`src/sv/pps_pkg.sv`:
```
package pps_pkg;

  localparam int MAX_WP  = 1024;
  localparam int WP_AW   = $clog2(MAX_WP);
  localparam int CNT_W   = WP_AW + 1;
  localparam int PADDR_W = 4;

  // register map, word index = paddr[3:2]
  localparam logic [1:0] REG_RADIUS = 2'd0;
  localparam logic [1:0] REG_GAIN   = 2'd1;
  localparam logic [1:0] REG_DRIVE  = 2'd2;
  localparam logic [1:0] REG_COUNT  = 2'd3;

  localparam logic [30:0] RADIUS_RST = 31'd65536;
  localparam logic [15:0] GAIN_RST   = 16'd2048;
  localparam logic        DRIVE_RST  = 1'b1;
  localparam logic [CNT_W-1:0] COUNT_RST = '0;

  localparam logic FUNC_WRITE = 1'b0;
  localparam logic FUNC_POSE  = 1'b1;

  localparam logic [30:0] STEER_MAX     = 31'h7FFF_FFFF;
  localparam logic [30:0] BAND_FAST_MAX = 31'd11438;
  localparam logic [30:0] BAND_MID_MAX  = 31'd22876;

  localparam logic [1:0] SPEED_STOP = 2'd0;
  localparam logic [1:0] SPEED_SLOW = 2'd1;
  localparam logic [1:0] SPEED_MID  = 2'd2;
  localparam logic [1:0] SPEED_FAST = 2'd3;

  // divider: numerator gain*|y| (48 bits) scaled by 2^21
  localparam int NUM_W      = 48;
  localparam int FRAC_SHIFT = 21;
  localparam int DIV_W      = NUM_W + FRAC_SHIFT;

  typedef logic signed [31:0] q16_t;
  typedef logic signed [15:0] quat_t;
  typedef logic [WP_AW-1:0]   wp_addr_t;

endpackage

```
`src/sv/pps_div.sv`:
```
module pps_div (
  input  logic                        clk,
  input  logic                        rst,
  input  logic                        start,
  input  logic [pps_pkg::NUM_W-1:0]   num,
  input  logic [63:0]                 den,
  output logic                        done,
  output logic [30:0]                 quo
);

  localparam int CW = $clog2(pps_pkg::DIV_W);

  logic [pps_pkg::DIV_W-1:0] sh;
  logic [63:0]  rem;
  logic [30:0]  q;
  logic         ovf;
  logic         busy;
  logic [CW-1:0] cnt;
  logic [64:0]  rs;
  logic [64:0]  diff;
  logic         ge;

  assign rs   = {rem, sh[pps_pkg::DIV_W-1]};
  assign ge   = rs >= {1'b0, den};
  assign diff = rs - {1'b0, den};

  always_ff @(posedge clk) begin
    if (rst) begin
      busy <= 1'b0;
      done <= 1'b0;
      cnt  <= '0;
    end else begin
      done <= 1'b0;
      if (start) begin
        busy <= 1'b1;
        cnt  <= '0;
      end else if (busy) begin
        cnt <= cnt + 1'b1;
        if (cnt == CW'(pps_pkg::DIV_W - 1)) begin
          busy <= 1'b0;
          done <= 1'b1;
        end
      end
    end
  end

  // restoring division, one quotient bit a cycle; bits beyond 31 only set overflow
  always_ff @(posedge clk) begin
    if (start) begin
      sh  <= {num, {pps_pkg::FRAC_SHIFT{1'b0}}};
      rem <= '0;
      q   <= '0;
      ovf <= 1'b0;
    end else if (busy) begin
      sh  <= {sh[pps_pkg::DIV_W-2:0], 1'b0};
      rem <= ge ? diff[63:0] : rs[63:0];
      q   <= {q[29:0], ge};
      ovf <= ovf | q[30];
    end
  end

  assign quo = ovf ? pps_pkg::STEER_MAX : q;

endmodule

```
`config.mk`:
```
export PLATFORM = sky130hd
export DESIGN_NAME = pps_div
export DESIGN_NICKNAME = d
export VERILOG_FILES = /design/src/sv/pps_pkg.sv /design/src/sv/pps_div.sv
export SDC_FILE = /design/constraint.sdc
export NUM_CORES = 1
export LEC_CHECK = 0
export ABC_AREA = 0
export BUFFER_PORTS_ARGS = -buffer_cell sky130_fd_sc_hd__buf_2
export CAP_MARGIN = 15
export CORE_ASPECT_RATIO = 1.4
export CORE_MARGIN = 2
export CORE_UTILIZATION = 45
export CTS_BUF_LIST = sky130_fd_sc_hd__clkbuf_2 sky130_fd_sc_hd__clkbuf_4 sky130_fd_sc_hd__clkbuf_8
export DETAILED_ROUTE_END_ITERATION = 16
export PLACE_DENSITY = 0.69
export SLEW_MARGIN = 15
export SYNTH_ARGS = -nofsm -noshare
export SYNTH_HDL_FRONTEND = slang
export SYNTH_SLANG_ARGS = --single-unit
```
`constraint.sdc`:
```
create_clock -name clk -period 3.8 [get_ports clk]
set_clock_uncertainty 0.1 [all_clocks]
set_input_delay 0.19 -clock clk [delete_from_list [all_inputs] [get_ports clk]]
set_output_delay 0.19 -clock clk [all_outputs]
set_load 0.05 [all_outputs]
```
Yosys cells after proc, flatten, opt, wreduce, memory -nomap -nowiden. Cells that the tools add are included.

Bits in registers: 153. Input bits: 115. Output and inout bits: 32. Word-level logic and storage cells: 24.

Add/sub/neg operators: 2. Order comparisons: 1. Equality and inequality tests: 1. Multiplexer cells: 8. Bitwise gates (word level): 2. Reduce and logical (&&, ||, !) cells: 3.

Operators with widths (count): 69-bit 2-to-1 mux (2); 65-bit by 64-bit >= comparator with 1-bit output (1); 64-bit 2-to-1 mux (1); 64-bit subtractor (1); 31-bit 2-to-1 mux (1); 7-bit by 1-bit adder with 7-bit output (second input constant) (1); 7-bit == test (second input constant) (1); 1-bit 2-to-1 mux (4); 3-bit OR reduction (1); 2-bit nonzero test (1); 2-bit OR reduction (1); 1-bit inverter (1); 1-bit OR (1).

Depth between registers and ports, before layout.
Word-level depth: 4. Depth in mapped cells: 15. Depth with buffers taken out: 13.

Worst setup path after synthesis. OpenSTA, ideal clock, no wires.

Path kind: flip-flop to flip-flop. From: register rem[2]. To: register rem[39]. Library setup time: 0.137 ns. Arrival time: 2.863 ns. Data required time: 3.563 ns. Path slack: 0.700 ns. Cell stages (with the launch flop): 13. Buffers on the path: 2. Clock period less this slack: 3.100 ns. Path through: dfxtp_1 > ha_1 > a21o_1 > a21o_1 > nor3_2 > a2111oi_2 > or4b_1 > and2_4 > a311o_1 > buf_2 > buf_1 > o21ai_1 > o32ai_1.

Longest elaborated chain between the ends: 2. Elaborated cells on any way between the ends: 3. Those cells by class: add/sub: 1; order compare: 1; mux: 1.

Ends and longest elaborated chain: from (decl) (RTL line pps_div.sv:14) `logic [63:0] rem;`; from (signal assigned) (RTL line pps_div.sv:56) `rem <= ge ? diff[63:0] : rs[63:0];`; 64-bit subtractor or 65-bit by 64-bit >= comparator with 1-bit output (tied branches) (RTL line pps_div.sv:25, pps_div.sv:24); 64-bit 2-to-1 mux (*) (RTL line pps_div.sv:56).

Every way passes the cells marked *; elsewhere a longest branch is shown, timed or not. A chain may end at the register's enable or synchronous reset.

Worst setup path in the final report.
From: register rem[2]. To: register rem[12].

The elaborated chain is that of the path after synthesis.

==> impl_metrics.tcl <==
set metrics [dict create \
    min_to "rem[0]" \
    layout_setup_ws_ps 235 \
    cp_slowest_cell "or4b_1" \
    slew_violations 0 \
    wl_per_cell_um 16.1 \
    io_pins 147 \
    hold_viol 0 \
    antenna_found_initial 2 \
    r2r_setup_slack_ps 230 \
    grt_start_max_net_pins 88 \
    cts_max_level 4 \
    ys_types 67 \
    busiest_layer "met2" \
    die-width_um 133 \
    r2r_end "rem[12]" \
    min_path_type "primary input to register" \
    internal_power_mw 2.83 \
    start_util_pct 45.4 \
    syn_inst 1279 \
    max_cap_violations 0 \
    post-dp-hpwl_um 20400 \
    dpl-instance-area_mm2 0.0115 \
    relSlewSlack_pct 34.2 \
    power_density_mw_per_mm2 337 \
    crit_required_ps 4090 \
    p_clk_share_pct 32.2 \
    grt_pass1_vias 9866 \
    row_count 66 \
    drt-total-wl_um 28400 \
    clkTransAtPathRegs_ps 90 \
    vias 9719 \
    finalNetCount 1623 \
    synth_edf_count 48 \
    max_freq_mhz 280 \
    drive_gt1_share_pct 19.9 \
    firstDrtPassIters 8 \
    cts_made_buffers 17 \
    gp_congestion 0.898 \
    path_cells "ha_1 -> a21o_1 -> a21o_1 -> nor3_2 -> a2111oi_2 -> buf_4 -> or4b_1 -> and2_4 -> a311o_2 -> buf_12 -> nand2_1 -> o21ai_1 -> a211oi_1" \
    fin_crit_sh_pct 93.8 \
    pre_cts_slack_ps -25.5 \
    critPathLaunchType "register" \
    crit_family "compound AO/OA/AOI/OAI gates" \
    use_met1_pct 25.5 \
    route.detailed.drc 0 \
    clock_latency_ps 490 \
    regToRegStartpoint "rem[2]" \
    grt.overflow.total 0 \
    peakVddDrop_mv 0.336 \
    synthTopCellsByCount "150 x nand2_1, 141 x nor2_1, 109 x a21oi_1, 105 x dfxtp_1, 91 x inv_1" \
    cts.sinks 153 \
    final_util_pct 53.9 \
    worstHoldPathCells 5 \
    grt_use_met3_pct 5.01 \
    synth_nets 1461 \
    grt_use_total_pct 23.3 \
    yosysMostFrequentCell "nand2_1" \
    async_flop_share_pct 0 \
    core_area_mm2 0.0230 \
    use_met2_pct 42.9 \
    combPwrFrac_pct 23.4 \
    clk_path_buf_depth 2 \
    ys_seq_elements 153 \
    fp.dieH_um 184 \
    syn2layout_area_growth_pct 18.7 \
    vias_per_cell 5.52 \
    leakage_nw 5.44 \
    ys_warn_count 0 \
    cts_root_buffer "clkbuf_8" \
    crit_path_end_kind "register" \
    rsz0062_at_grt "no" \
    yosysTopAreaCell "dfxtp_1" \
    p_sw_mw 1.35 \
    cpMostUsedCell "a21o_1" \
    finalCriticalPeriod_ps 3570 \
    p_sw_share_pct 32.2 \
    arrival_ps 3860 \
    final_area_mm2 0.0124 \
    cp.depth 13 \
    cts_tree "done" \
    synth_area_mm2 0.0105 \
    grt_pass1_wl_um 46200 \
    outcome "finished, final reports clean" \
    worst-path-buf-inv 2 \
    fin_setup_tns_ps 0 \
    synth_ff_type "dfxtp_1" \
    portBuffers 146 \
    r2r_cells 13 \
    worst_slew_pin_slew_ps 987 \
    avgSynthCellArea_um2 8.17 \
    synth_top_area_share_pct 20.1 \
    fillers 2129 \
    seqPwrFrac_pct 44.4 \
    cp_max_fo 39 \
    path_class "register to register" \
    p_total_mw 4.18 \
    cp_slowest_stage_delay_ps 520 \
    synth_seq_area_share_pct 33.9 \
    worstHoldStart "den[0]" \
    dieArea_mm2 0.0245 \
    antenna_left 0 \
    setup_viol 0 \
    synth.area.top_cells "dfxtp_1 20%, edfxtp_1 14%, ha_1 7.9%, nand2_1 5.4%, a21oi_1 5.2%" \
    drt_iter0_drc 591 \
]
## power by group through the flow
| stage | Clock, mW | Sequential, mW | Combinational (mW) |
|---|---|---|---|
| finish | 1.34 | 1.85 | 0.978 |
| global route | 1.44 | 1.86 | 1.08 |
| floorplan | 0 | 1.86 | 0.688 |
| CTS | 1.38 | 1.85 | 0.968 |
| global placement | 0 | 1.89 | 0.912 |
| detailed placement | 0 | 1.89 | 0.921 |
## sequential cells by signal (all words and copies together), names as in the netlist
register	flops
sh	48
q	31
rem	64
ovf	1
busy	1
cnt	7
done	1
## logic make-up (layout without fill, tap and decap cells)
logic type,count (synthesis),in the layout,synth area share [%]
and+or+nand+nor,418,418,17.8
AOI/OAI and AO/OA,339,339,20.9
other,0,2,0
xor gates and xnor gates,59,59,4.94
muxes,81,81,8.32
adders and majority gates,67,67,8.09
DFF,153,153,33.9
buffers and inverters,162,337,5.97
## worst min-delay path: stages
cell and delay (ps):
buf_2 80, ha_1 140, nand2_1 50, o21ai_1 60
a211oi_1 70
## metrics by stage
step / hold WS [ps] / instances
finish: 64.9 / 1762
global route: 97.0 / 1760
CTS: 23.4 / 1760
detailed placement: 257 / 1678
global placement: 249 / 1678
floorplan: 162 / 1279
## repair_timing
| item | 4_1_cts | 5_1_grt |
|---|---|---|
| buffers inserted | 0 | 0 |
| hold endpoints to repair | 60 | 0 |
| pin swaps | 0 | 0 |
| endpoints found under the setup margin | 2 | 10 |
| gates resized for setup | 1 | 3 |
| hold buffers | 50 | 0 |
## layout make-up
cell class,instances,area (µm²),area share [%]
Clock buffer,17,234,1.89
Inverter,91,342,2.75
Timing Repair Buffer,214,1410,11.3
Sequential cell,153,3550,28.6
Multi-Input combinational cell,964,6310,50.8
Clock inverter,15,183,1.47
Antenna cell,2,5.00,0.0403
Tap cell,306,383,3.09
## worst max-delay path by stage
stage	start	to	slack, ps
floorplan	rem[2]	rem[39]	700
global placement	sh[68]	rem[58]	-4
detailed placement	sh[68]	rem[54]	-30
CTS	sh[68]	rem[58]	20
global route	sh[68]	rem[58]	20
finish	rem[2]	rem[12]	230
## cells in the final DEF, fill, tap and decap left out, drive strengths merged, types with 21 or more instances in the layout
cell type / Yosys / routed
xnor2: 40 / 40
mux2i: 34 / 34
a211oi: 24 / 24
o21ai: 75 / 75
ha: 66 / 66
edfxtp: 48 / 48
mux2: 47 / 47
a21o: 21 / 21
nor2: 141 / 141
buf: 16 / 164
dfxtp: 105 / 105
a311oi: 28 / 28
nand4: 24 / 24
nor3: 24 / 24
nand2: 150 / 150
or2: 35 / 35
inv: 91 / 99
dlygate4sd3: 0 / 50
a21oi: 109 / 109
## routing by layer
metal / wire length [µm] / part of all wire (%)
met1: 11300 / 40
met2: 14800 / 52
met3: 1410 / 5.0
met4: 906 / 3.2
met5: 13 / 0.046
Power figures use the tool's default switching activity.
